<file path="config.mk">
export PLATFORM = sky130hd
export DESIGN_NAME = htwd_walker
export DESIGN_NICKNAME = d
export VERILOG_FILES = /design/src/rtl/htwd_pkg.sv /design/src/rtl/htwd_walker.sv
export SDC_FILE = /design/constraint.sdc
export NUM_CORES = 1
export LEC_CHECK = 0
export BUFFER_PORTS_ARGS = -buffer_cell sky130_fd_sc_hd__buf_2
export CORE_MARGIN = 5
export CORE_UTILIZATION = 50
export CTS_CLUSTER_DIAMETER = 50
export CTS_CLUSTER_SIZE = 24
export DETAILED_ROUTE_END_ITERATION = 8
export HOLD_SLACK_MARGIN = 0.02
export PLACE_DENSITY_LB_ADDON = 0.1
export SYNTH_ARGS = -nofsm -noshare
export SYNTH_HDL_FRONTEND = slang
export SYNTH_SLANG_ARGS = --single-unit
</file>
<file path="constraint.sdc">
create_clock -name clk -period 3 [get_ports clk]
set_input_delay 0.6 -clock clk [delete_from_list [all_inputs] [get_ports clk]]
set_output_delay 0.6 -clock clk [all_outputs]
set_load 0.05 [all_outputs]
</file>
<file path="src/rtl/htwd_pkg.sv">
`timescale 1ns / 1ps
// ----------------------------------------------------------------------------
// htwd_pkg: shared definitions for the huffman tree walk decoder
// Field widths, request codes and default sizes shared by the walker, top and bench.
// ----------------------------------------------------------------------------
package htwd_pkg;

  // fixed field widths
  localparam int IDX_BITS      = 9;
  localparam int SYM_PORT_BITS = 8;
  localparam int BYTE_BITS     = 8;
  localparam int CNT_BITS      = 4;
  localparam int OP_BITS       = 2;

  // default sizes
  localparam int NODE_COUNT_DEF  = 512;
  localparam int SYMBOL_BITS_DEF = 8;

  // request codes, the fourth code does nothing
  typedef enum logic [OP_BITS-1:0] {
    OP_WRITE   = 2'd0,
    OP_DECODE  = 2'd1,
    OP_RESTART = 2'd2
  } op_t;

endpackage

</file>
<file path="src/rtl/htwd_walker.sv">
`timescale 1ns / 1ps
// ----------------------------------------------------------------------------
// htwd_walker: bit serial tree walk sequencer
// Takes a code byte only when idle, shifts it out bit by bit and reads one
// node per bit, holding each symbol back until it is known if it is last.
// ----------------------------------------------------------------------------
module htwd_walker #(
  parameter int NODE_COUNT  = 512,
  parameter int SYMBOL_BITS = 8,
  localparam int AW = $clog2(NODE_COUNT),
  localparam int EW = 1 + SYMBOL_BITS + 2 * htwd_pkg::IDX_BITS
) (
  input  logic                              clk,
  input  logic                              rst,
  input  logic                              start,
  input  logic                              restart,
  input  logic [htwd_pkg::BYTE_BITS-1:0]    data_byte,
  input  logic [htwd_pkg::CNT_BITS-1:0]     bit_count,
  input  logic [htwd_pkg::IDX_BITS-1:0]     root_index,
  output logic                              rd_en,
  output logic [AW-1:0]                     rd_addr,
  input  logic [EW-1:0]                     rd_data,
  output logic                              busy,
  output logic                              out_valid,
  input  logic                              out_stall,
  output logic [htwd_pkg::SYM_PORT_BITS-1:0] symbol,
  output logic                              last
);
  import htwd_pkg::*;

  typedef enum logic [1:0] {S_IDLE, S_WALK, S_FLUSH} state_t;

  state_t                   state, state_next;
  logic [IDX_BITS-1:0]      walk_pos, walk_pos_next;
  logic [BYTE_BITS-1:0]     shift, shift_next;
  logic [CNT_BITS-1:0]      bits_left, bits_left_next;
  logic                     reached, reached_next;
  logic                     rd_ok, rd_ok_next;
  logic                     pend_valid, pend_valid_next;
  logic [SYM_PORT_BITS-1:0] pend_sym, pend_sym_next;
  logic                     out_valid_next;
  logic [SYM_PORT_BITS-1:0] symbol_next;
  logic                     last_next;

  logic [IDX_BITS-1:0]      rd_idx;
  logic                     push, push_last, can_push;
  logic [CNT_BITS-1:0]      cnt_sat;
  logic                     e_leaf;
  logic [SYMBOL_BITS-1:0]   e_sym;
  logic [IDX_BITS-1:0]      e_left, e_right, next_idx;

  // entry fields, an index beyond the table reads as an empty node
  assign e_right  = rd_ok ? rd_data[IDX_BITS-1:0] : '0;
  assign e_left   = rd_ok ? rd_data[2*IDX_BITS-1:IDX_BITS] : '0;
  assign e_sym    = rd_ok ? rd_data[2*IDX_BITS+SYMBOL_BITS-1:2*IDX_BITS] : '0;
  assign e_leaf   = rd_ok & rd_data[EW-1];
  assign next_idx = shift[BYTE_BITS-1] ? e_right : e_left;

  assign cnt_sat  = (bit_count > CNT_BITS'(BYTE_BITS)) ? CNT_BITS'(BYTE_BITS) : bit_count;
  assign can_push = !out_valid || !out_stall;
  assign rd_addr  = AW'(rd_idx);
  assign busy     = (state != S_IDLE);

  // walk sequencing
  always_comb begin
    state_next      = state;
    walk_pos_next   = walk_pos;
    shift_next      = shift;
    bits_left_next  = bits_left;
    reached_next    = reached;
    pend_valid_next = pend_valid;
    pend_sym_next   = pend_sym;
    rd_en           = 1'b0;
    rd_idx          = walk_pos;
    push            = 1'b0;
    push_last       = 1'b0;
    unique case (state)
      S_IDLE: begin
        if (restart) begin
          walk_pos_next = root_index;
        end
        if (start) begin
          rd_en          = 1'b1;
          shift_next     = data_byte;
          bits_left_next = cnt_sat;
          reached_next   = 1'b0;
          state_next     = S_WALK;
        end
      end
      S_WALK: begin
        priority if (reached && e_leaf) begin
          // a leaf ends a code; the previous symbol is now known not to be last
          if (!pend_valid || can_push) begin
            push            = pend_valid;
            pend_valid_next = 1'b1;
            pend_sym_next   = SYM_PORT_BITS'(e_sym);
            walk_pos_next   = root_index;
            reached_next    = 1'b0;
            if (bits_left != '0) begin
              rd_en  = 1'b1;
              rd_idx = root_index;
            end else begin
              state_next = S_FLUSH;
            end
          end
        end else if (bits_left != '0) begin
          // one code bit, one node read
          rd_en          = 1'b1;
          rd_idx         = next_idx;
          walk_pos_next  = next_idx;
          shift_next     = {shift[BYTE_BITS-2:0], 1'b0};
          bits_left_next = bits_left - 1'b1;
          reached_next   = 1'b1;
        end else begin
          state_next = S_FLUSH;
        end
      end
      S_FLUSH: begin
        if (!pend_valid) begin
          state_next = S_IDLE;
        end else if (can_push) begin
          push            = 1'b1;
          push_last       = 1'b1;
          pend_valid_next = 1'b0;
          state_next      = S_IDLE;
        end
      end
      default: state_next = S_IDLE;
    endcase
  end

  // range flag follows the read
  assign rd_ok_next = rd_en ? (32'(rd_idx) < NODE_COUNT) : rd_ok;

  // output register
  assign out_valid_next = push | (out_valid & out_stall);
  assign symbol_next    = push ? pend_sym : symbol;
  assign last_next      = push ? push_last : last;

  always_ff @(posedge clk) begin
    if (rst) begin
      state      <= S_IDLE;
      walk_pos   <= '0;
      pend_valid <= 1'b0;
      out_valid  <= 1'b0;
      reached    <= 1'b0;
    end else begin
      state      <= state_next;
      walk_pos   <= walk_pos_next;
      pend_valid <= pend_valid_next;
      out_valid  <= out_valid_next;
      reached    <= reached_next;
    end
    shift     <= shift_next;
    bits_left <= bits_left_next;
    rd_ok     <= rd_ok_next;
    pend_sym  <= pend_sym_next;
    symbol    <= symbol_next;
    last      <= last_next;
  end

endmodule

</file>
==> summary.md, run 1 <==
| Metric | Value |
|---|---|
| Leak | `roughly 0.0012 µW` |
| CTS tree | `built` |
| Synthesized flop and latch total | `43` |
| Worst vdd ir | `449 µV` |
| Die height | `roughly 76 µm` |
| Reg clk slew, reported paths | `0.09 ns` |
| Status | `finished clean` |
| Max-Cap Viols | `0` |
| DRC | `0` |
| Initial antenna violation count | `0` |
| Placed insts | `312` |
| Site row count | `24` |
| Post-DR wirelength/cell | `14.7 µm` |
| WS Path Type | `flop to output pin` |
| Mapped Nets | `between 200 and 250` |
| YS warnings | `0` |
| Clk sink count | `43` |
| Initial core utilization | `0.505` |
| Min Tclk post-route | `2.83 ns` |
| Post-CTS setup buffer count | `0` |
| Num CTS Buffers | `5` |
| Placed cell areas | `about 2600 µm²` |
| Layout Nets | `324` |
| WP data arrival | `2.23 ns` |
| Cts repair resizes | `3` |
| Setup WS post-layout | `roughly 0.17 ns` |
| Starting DRT DRC Count | `68` |
| Global route overflow | `0` |
| Quantity of I/O buffers inserted on ports | `73` |
| Count of pins over their slew limit | `0` |
| Routed vias | `1735` |
| Final WL | `between 4 and 5 mm` |
| Tcrit/Tclk final | `0.944` |
| Antenna cell count | `0` |
| Core area | `4290 µm²` |
| Detailed Place HPWL | `3.55 mm` |
| Fin. Hold Viols | `0` |
| Worst-path fanout max | `18` |
| Post-synthesis sequential area ratio | `0.531` |
| First-pass GRT wire length | `7.35 mm` |
| RSZ-0062 raised after global routing | `no` |
| Synth Instances | `191` |
| Cell area power density | `~830 nW/µm²` |
| Worst path max stage delay | `0.51 ns` |
| Pin count of the biggest net entering global routing | `20` |
| Worst EP required | `2.40 ns` |
| Layout cells sized above 1 | `0.414` |
| Worst Hold Class | `flop to flop` |
| Predominant post-synthesis flop cell | `edfxtp_1` |
| Crit. End Element | `output pin` |
| Routability congestion estimate from global placement | `around 0.8` |
| Yosys top cell by area | `edfxtp_1` |
| Final instance area | `2710 µm²` |
| Cell variety after synth | `39` |
| Synth Cell Area | `~2200 µm²` |
| H-tree depth | `2` |
| Drt first pass iters | `4` |
| Via density | `5.42` |
| Max Freq | `0.353 GHz` |
| Share of the synthesized area in the top cell type | `0.402` |
| CP startpoint kind | `flop` |
| Final setup TNS | `0 ns` |
| Clk buf depth | `2` |
| Area delta synth->final | `25.0%` |
| Slowest-stage cell, CP | `or3b_4` |
| Synth area leaders | `edfxtp_1, dfxtp_1, mux2i_1` |
| Post-synth ARST share | `0` |
| Core Util, Final | `0.631` |
| Synthesized area per cell | `11.4 µm²` |
| CP Cell Sequence | `inv_1 -> ha_1 -> or3b_4 -> o21ai_0 -> a21oi_1 -> a221o_1 -> buf_2` |
| Hold_buf cts | `0` |
| Clock root cell | `clkbuf_8` |
| IO Pins | `74` |
| Gr usage total | `0.172` |
| Worst slew margin | `0.537` |
| Non-Filler Instances | `320` |
| Die width | `75.9 µm` |
| Skew-Pair Late Insertion Delay | `about 0.30 ns` |
| Die ar. | `between 5000 and 6000 µm²` |
| Antenna Nets Post-Route | `0` |
| Slew at the pin closest to its max-slew limit | `0.693 ns` |
| Clk_skew | `a little under 0.005 ns` |
| Vias in the first global route | `~1600` |
| Pre-CTS WS | `0.244 ns` |
| Setup-failing EPs final | `0` |
| Number of synthesized flops with an enable pin | `29` |
-- final timing paths --
check / endpoint / slack (ns) / depth (start not counted) / from
worst max-delay path: rd_addr[4] / 0.17 / 7 / bits_left[0]
worst min-delay path: symbol[1] / 0.43 / 0 / pend_sym[1]
worst max register to register: walk_pos[2] / 0.81 / 7 / state[1]
worst min register to register: symbol[1] / 0.43 / 0 / pend_sym[1]
-- through the flow --
stage	hold WS [ns]	power [µW]
CTS	0.429	2260
detailed placement	0.408	1790
floorplan	0.400	1570
global route	0.433	2370
global placement	0.401	1780
finish	0.428	2240
-- cell usage after synthesis (all sizes together), types with 2 or more instances --
library cell  instances
a311oi                5
edfxtp               29
nor3                  3
nand2                13
buf                   8
mux2i                13
nor2b                 2
o22ai                 5
nand3                 3
inv                  13
dfxtp                14
xnor2                 2
ha                    4
o221a                 6
clkbuf                3
o21ai                14
a221o                 6
a211oi                3
a21oi                13
o211ai                3
mux2                  7
nor2                  9
and3                  3
a31oi                 2
-- kinds of logic after synthesis --
logic type,Yosys count,synth area share
xor gates and xnor gates,2,0.00808
muxes,20,0.0964
adders and majority gates,4,0.0231
AOI/OAI and AO/OA,61,0.207
DFF,43,0.531
and+or+nand+nor,36,0.0767
buffers and inverters,25,0.0577
-- power by group --
part	internal, µW	switching (µW)
logic	347	592
clock network	252	211
registers	758	79.8
total	1360	882
-- per-layer routing --
metal | share of wire | wire (µm) | GRT usage | vias to the layer above
li1 | - | - | - | 885
met1 | 0.43 | 2040 | 0.222 | 787
met2 | 0.46 | 2170 | 0.273 | 56
met3 | 0.090 | 425 | 0.0501 | 7
met4 | 0.015 | 73 | 0.0699 | 0
met5 | 0 | 0 | 0 | -
-- worst max-delay path, delay by kind of cell, from the launching register on --
kind	cells	cell delay [ns]
flip-flops	1	0.41
buffers and inverters	2	0.29
AO/OA/AOI/OAI	3	0.53
AND/OR/NAND/NOR	1	0.51
adder cells (fa/ha/maj)	1	0.19
-- state kept, by name (all words and copies together) (netlist names) --
signal and flops:
state 2, pend_sym 8, last 1, bits_left 4, shift 8, out_valid 1, symbol 8, walk_pos 9
reached 1, pend_valid 1
-- layout by cell type (no fill, tap or decap), drive strengths merged, types with 4 or more instances in the layout --
cell    netlist  final
a311oi        5      5
edfxtp       29     29
o21ai        14     14
ha            4      4
mux2i        13     13
clkbuf        3      5
a221o         6      6
mux2          7      7
o22ai         5      5
dfxtp        14     14
nand2        13     13
inv          13     14
o221a         6      6
a21oi        13     13
nor2          9      9
buf           8     80
-- layout make-up --
| class | instances | area (µm²) |
|---|---|---|
| fillers | 380 | 1580 |
| flip-flops and latches | 43 | 1150 |
| multi-input cells | 123 | 907 |
| repair buffers | 80 | 418 |
| clock buffers | 5 | 68.8 |
| well taps | 52 | 65.1 |
| inverters | 14 | 52.6 |
| clock inverters | 3 | 47.5 |
No activity file was read; power rests on OpenSTA's default activity.
==> run 2: changes to the inputs <==
--- a/config.mk
+++ b/config.mk
@@ -6,8 +6,10 @@
 export NUM_CORES = 1
 export LEC_CHECK = 0
 export BUFFER_PORTS_ARGS = -buffer_cell sky130_fd_sc_hd__buf_2
+export CELL_PAD_IN_SITES_DETAIL_PLACEMENT = 0
+export CELL_PAD_IN_SITES_GLOBAL_PLACEMENT = 2
 export CORE_MARGIN = 5
-export CORE_UTILIZATION = 50
+export CORE_UTILIZATION = 31
 export CTS_CLUSTER_DIAMETER = 50
 export CTS_CLUSTER_SIZE = 24
 export DETAILED_ROUTE_END_ITERATION = 8
==> run 2 against run 1 <==
  * Sequential share of layout area shrank 1.1 points
  * Flip-flop and latch count is the same
  * Die area grew 52%
  * Via count grew 1.5%
  * Critical path depth grew 1
  * Fmax shrank 0.42%
  * Register-to-register slack gained 0.20 ns
  * Final cell count grew 14%
==> summary.md, run 2 (synthesis gave the netlist of run 1 again) <==
| Metric | Value |
|---|---|
| Status | `finished clean` |
| DRC | `0 (unchanged)` |
| Worst EP required | `2.40 ns (about the same)` |
| Pin count of the biggest net entering global routing | `24 (+20%)` |
| Clock root cell | `clkbuf_8` |
| Setup-failing EPs final | `0 (unchanged)` |
| Worst vdd ir | `402 µV (-11%)` |
| Worst Hold Class | `flop to flop` |
| Tcrit/Tclk final | `0.948 (+0.00402)` |
| Global route overflow | `0 (unchanged)` |
| Num CTS Buffers | `5 (unchanged)` |
| WP data arrival | `2.24 ns (about the same)` |
| Die ar. | `8770 µm² (+52%)` |
| Largest register by flop count | `walk_pos` |
| CP Cell Sequence | `inv_1 -> ha_1 -> or3b_1 -> buf_6 -> o21ai_0 -> a21oi_1 -> a221o_1 -> buf_2` |
| Post-CTS setup buffer count | `0 (unchanged)` |
| Fin. Hold Viols | `0 (unchanged)` |
| Initial core utilization | `0.319 (-0.186)` |
| Reg clk slew, reported paths | `0.09 ns (about the same)` |
| Worst-path fanout max | `23 (+5)` |
| Drt first pass iters | `4 (unchanged)` |
| Worst slew margin | `0.543 (+0.00637)` |
| Worst Path Buf+Inv | `3 (+1)` |
| Commonest non-fill, non-tap cell in the layout | `buf_2` |
| Clk sink count | `43 (unchanged)` |
| Antenna Nets Post-Route | `0 (unchanged)` |
| H-tree depth | `2 (unchanged)` |
| Detailed Place HPWL | `3.97 mm (+12%)` |
| Core area | `6790 µm² (+58%)` |
| Starting DRT DRC Count | `61 (-10%)` |
| Site row count | `30 (+25%)` |
| Max-Cap Viols | `0 (unchanged)` |
| Slew at the pin closest to its max-slew limit | `0.683 ns (-0.00952 ns)` |
| WHS | `0.425 ns (-0.00348 ns)` |
| Clk_skew | `0.00521 ns (+0.000273 ns)` |
| Gr usage total | `0.122 (-0.0505)` |
| Clock share of power | `0.205 (-0.002)` |
| Layout cells sized above 1 | `0.419 (+0.00434)` |
| Post-DR wirelength/cell | `14.5 µm (-1.9%)` |
| Crit. End Element | `output pin` |
| Vias in the first global route | `1781 (+12%)` |
| CP top delay family | `compound AO/OA/AOI/OAI gates` |
| WS Path Type | `flop to output pin` |
| Routability congestion estimate from global placement | `0.757 (-4.8%)` |
| CTS tree | `built` |
| Hold_buf cts | `0 (unchanged)` |
| Clk buf depth | `2 (unchanged)` |
| Worst path max stage delay | `0.41 ns (-0.10 ns)` |
| Slowest-stage cell, CP | `edfxtp_1` |
| First-pass GRT wire length | `8.42 mm (+15%)` |
| Layout Nets | `326 (+0.62%)` |
| Min Tclk post-route | `2.84 ns (+0.0121 ns)` |
| Switch share | `0.399 (+0.00499)` |
| Sw Pwr | `904 µW (+2.4%)` |
| Cell internal pwr | `1360 µW (+0.32%)` |
| Count of pins over their slew limit | `0 (unchanged)` |
| Combinational power share | `0.424 (+0.005)` |
| Die width | `93.6 µm (+23%)` |
| Sequential Power Share | `0.371 (-0.003)` |
| RSZ-0062 raised after global routing | `no` |
| Area delta synth->final | `28.4%` |
| Antenna cell count | `0 (unchanged)` |
| Via density | `4.81 (-11%)` |
| Cell area power density | `814 nW/µm² (-1.6%)` |
| Die height | `93.6 µm (+23%)` |
| Leak | `0.00119 µW (+0.77%)` |
| IO Pins | `74 (unchanged)` |
| CP startpoint kind | `flop` |
| Final setup TNS | `0 ns (unchanged)` |
| Max reg flops | `9 (unchanged)` |
| Cts repair resizes | `0 (-3)` |
| Most frequent cells in the layout | `buf_2, edfxtp_1, dfxtp_1` |
| Routed vias | `1761 (+1.5%)` |
| Quantity of I/O buffers inserted on ports | `73 (unchanged)` |
| Initial antenna violation count | `0 (unchanged)` |
| Max Freq | `0.352 GHz (-0.42%)` |
| Final WL | `5.29 mm (+12%)` |
| Skew-Pair Late Insertion Delay | `0.30 ns (about the same)` |
## run 2: worst paths after layout
check	start	endpoint	slack, ns	cells past startpoint
setup / recovery	bits_left[0]	rd_addr[4]	0.16	8
hold / removal	pend_sym[0]	symbol[0]	0.42	0
setup reg to reg	state[1]	walk_pos[7]	1.01	7
hold reg to reg	pend_sym[0]	symbol[0]	0.42	0
## run 2: layout make-up
type / instances / area, µm²
tap: 96 / 120
timing repair buffer: 82 / 437
multi-input combinational: 123 / 910
sequential: 43 / 1150
clock inverter: 3 / 46.3
fill: 686 / 4010
inverter: 14 / 52.6
clock buffer: 5 / 68.8
## run 2: stage by stage
stage / setup WS (ns) / power (µW) / instances / instance area (µm²) / util
final: 0.155 / 2270 / 366 / 2790 / 0.410
after detailed placement: 0.323 / 1810 / 358 / 2650 / 0.391
after floorplan: 0.0122 / 1570 / 191 / 2170 / -
after global routing: 0.0104 / 2410 / 366 / 2790 / 0.410
after CTS: 0.0343 / 2290 / 366 / 2770 / 0.408
after global placement: 0.332 / 1810 / 358 / 2650 / 0.391
## run 2: routing by layer
layer / vias to the layer above / global-route usage / part of all wire
li1: 887 / - / -
met1: 821 / 0.159 / 0.47
met2: 48 / 0.196 / 0.46
met3: 5 / 0.0362 / 0.057
met4: 0 / 0.0361 / 0.012
met5: - / 0 / 0
## run 2: power by group through the flow
stage / clock network (µW) / registers, µW / logic [µW]
after floorplan: 0 / 821 / 745
after global placement: 0 / 855 / 959
after detailed placement: 0 / 853 / 960
after CTS: 487 / 840 / 968
after global routing: 506 / 856 / 1050
final: 464 / 842 / 960
## run 2: worst reg2reg max path, stage by stage, from the launching register on
cell and delay, ns:
dfxtp_1 0.36, inv_1 0.08, ha_2 0.22, and3_1 0.25
a21oi_2 0.40, buf_4 0.25, o21ai_0 0.10, o221a_2 0.24
==> run 3: changes to the inputs <==
==> constraint.sdc (replaced) <==
create_clock -name clk -period 3 [get_ports clk]
set_input_delay 0.6 -clock clk [delete_from_list [all_inputs] [get_ports clk]]
set_output_delay 0.6 -clock clk [all_outputs]
set_load 0.005 [all_outputs]
==> run 3 against run 2 <==
  * Hold slack got worse by 0.0014 ns
  * Sequential power about the same
  * Clock skew decreased by 0.0012 ns
  * Non-clock buffer count unchanged
  * Via count decreased by 2.4%
  * Critical path type unchanged
==> summary.md, run 3 (synthesis gave the netlist of run 1 again) <==
| Metric | Value |
|---|---|
| Cell area power density | `729 nW/µm² (-10%)` |
| IO Pins | `74 (unchanged)` |
| Min Tclk post-route | `2.78 ns (-0.0620 ns)` |
| Detailed Place HPWL | `3.92 mm (-1.4%)` |
| Largest register by flop count | `walk_pos` |
| Area delta synth->final | `28.2%` |
| Max Freq | `0.359 GHz (+2.2%)` |
| Final WL | `5.10 mm (-3.6%)` |
| Routability congestion estimate from global placement | `0.764 (+1.0%)` |
| WS Path Type | `flop to output pin` |
| Antenna Nets Post-Route | `0 (unchanged)` |
| Hold_buf cts | `0 (unchanged)` |
| First-pass GRT wire length | `8.12 mm (-3.6%)` |
| Slew at the pin closest to its max-slew limit | `0.667 ns (-0.0161 ns)` |
| Via density | `4.69 (-2.4%)` |
| Die ar. | `8770 µm² (unchanged)` |
| Pin count of the biggest net entering global routing | `16 (-33%)` |
| Die width | `93.6 µm (unchanged)` |
| Final setup TNS | `0 ns (unchanged)` |
| Tot Pwr | `2030 µW (-11%)` |
| Commonest non-fill, non-tap cell in the layout | `buf_2` |
| Global route overflow | `0 (unchanged)` |
| Non-Filler Instances | `366 (unchanged)` |
| Initial core utilization | `0.319 (unchanged)` |
| Starting DRT DRC Count | `61 (unchanged)` |
| Max reg flops | `9 (unchanged)` |
| Antenna cell count | `0 (unchanged)` |
| Post-CTS setup buffer count | `0 (unchanged)` |
| Tcrit/Tclk final | `0.928 (-0.0207)` |
| Drt first pass iters | `4 (unchanged)` |
| Most frequent cells in the layout | `buf_2, edfxtp_1, dfxtp_1` |
| Count of pins over their slew limit | `0 (unchanged)` |
| Leak | `0.00119 µW (-0.26%)` |
| Initial antenna violation count | `0 (unchanged)` |
| Post-DR wirelength/cell | `13.9 µm (-3.6%)` |
| Clock root cell | `clkbuf_8` |
| RSZ-0062 raised after global routing | `no` |
| Vias in the first global route | `1688 (-5.2%)` |
| Quantity of I/O buffers inserted on ports | `73 (unchanged)` |
| Max-Cap Viols | `0 (unchanged)` |
| Status | `finished clean` |
| DRC | `0 (unchanged)` |
| Die height | `93.6 µm (unchanged)` |
| CTS tree | `built` |
| Worst-path fanout max | `15 (-35%)` |
| Setup-failing EPs final | `0 (unchanged)` |
| Site row count | `30 (unchanged)` |
| Routed vias | `1718 (-2.4%)` |
| Skew-Pair Late Insertion Delay | `0.30 ns (about the same)` |
| Clk_skew | `0.00403 ns (-0.00117 ns)` |
| Num CTS Buffers | `5 (unchanged)` |
| Placed insts | `358 (unchanged)` |
| WHS | `0.423 ns (-0.00139 ns)` |
| Worst EP required | `2.40 ns (about the same)` |
| Worst slew margin | `0.554 (+0.0107)` |
| WP data arrival | `2.18 ns (-0.06 ns)` |
| Reg clk slew, reported paths | `0.09 ns (about the same)` |
| Core area | `6790 µm² (unchanged)` |
| Clk sink count | `43 (unchanged)` |
| Clk buf depth | `2 (unchanged)` |
| H-tree depth | `2 (unchanged)` |
| Fin. Hold Viols | `0 (unchanged)` |
| Worst vdd ir | `276 µV (-31%)` |
| CP startpoint kind | `flop` |
| Layout Nets | `326 (unchanged)` |
| Worst Hold Class | `flop to flop` |
| Filler instances | `681 (-0.73%)` |
| Layout cells sized above 1 | `0.419 (unchanged)` |
| Crit. End Element | `output pin` |
| Gr usage total | `0.117 (-0.00478)` |
## run 3: cell counts in the layout (fill, tap and decap cells not counted)
No cell type changed its count.
## run 3: timing repair
action / CTS / global route
gates resized for setup: 1 / 2
pin swaps: 0 / 0
setup endpoints to repair: 2 / 8
cloned: 0 / 0
## run 3: final cells by class
class	instances	area (µm²)	share of cell area
Clock inverter	3	46.3	0.0167
Timing Repair Buffer	82	433	0.156
Multi-Input combinational cell	123	907	0.326
Tap cell	96	120	0.0432
Inverter	14	52.6	0.0189
Sequential cell	43	1150	0.414
Clock buffer	5	68.8	0.0248
## run 3: critical path, stage by stage, from the launching register on
cell      delay [ns]
edfxtp_1        0.42
inv_1           0.08
ha_1            0.19
or3b_4          0.50
o21ai_0         0.20
a21oi_1         0.08
a221o_1         0.28
buf_2           0.13
## run 3: final timing paths
check | startpoint | end | slack [ns] | cells past startpoint
max reg2reg | state[1] | walk_pos[7] | 0.96 | 7
min reg2reg | pend_sym[2] | symbol[2] | 0.42 | 0
max | bits_left[0] | rd_addr[7] | 0.22 | 7
min | pend_sym[2] | symbol[2] | 0.42 | 0
## run 3: where the power goes
group          switching (µW)  total, µW  internal, µW  leakage (µW)
sequential               82.4        840           758      0.000388
combinational             365        721           356      0.000747
clock                     214        465           251     0.0000548
total                     662       2030          1370       0.00119
## run 3: routing by layer
layer  GRT usage  share of wire  up-vias
met5           0              0        -
met4      0.0361         0.0086        0
met3      0.0386          0.066        4
met2       0.177           0.44       46
met1       0.158           0.48      786
li1            -              -      882
## run 3: through the flow
stage                     utilization  cell area (µm²)  setup slack, ns
after floorplan                     -             2170            0.636
after global placement          0.391             2650            0.354
after detailed placement        0.391             2650            0.342
after CTS                       0.408             2770           0.0520
after global routing            0.409             2780           0.0395
final                           0.409             2780            0.217
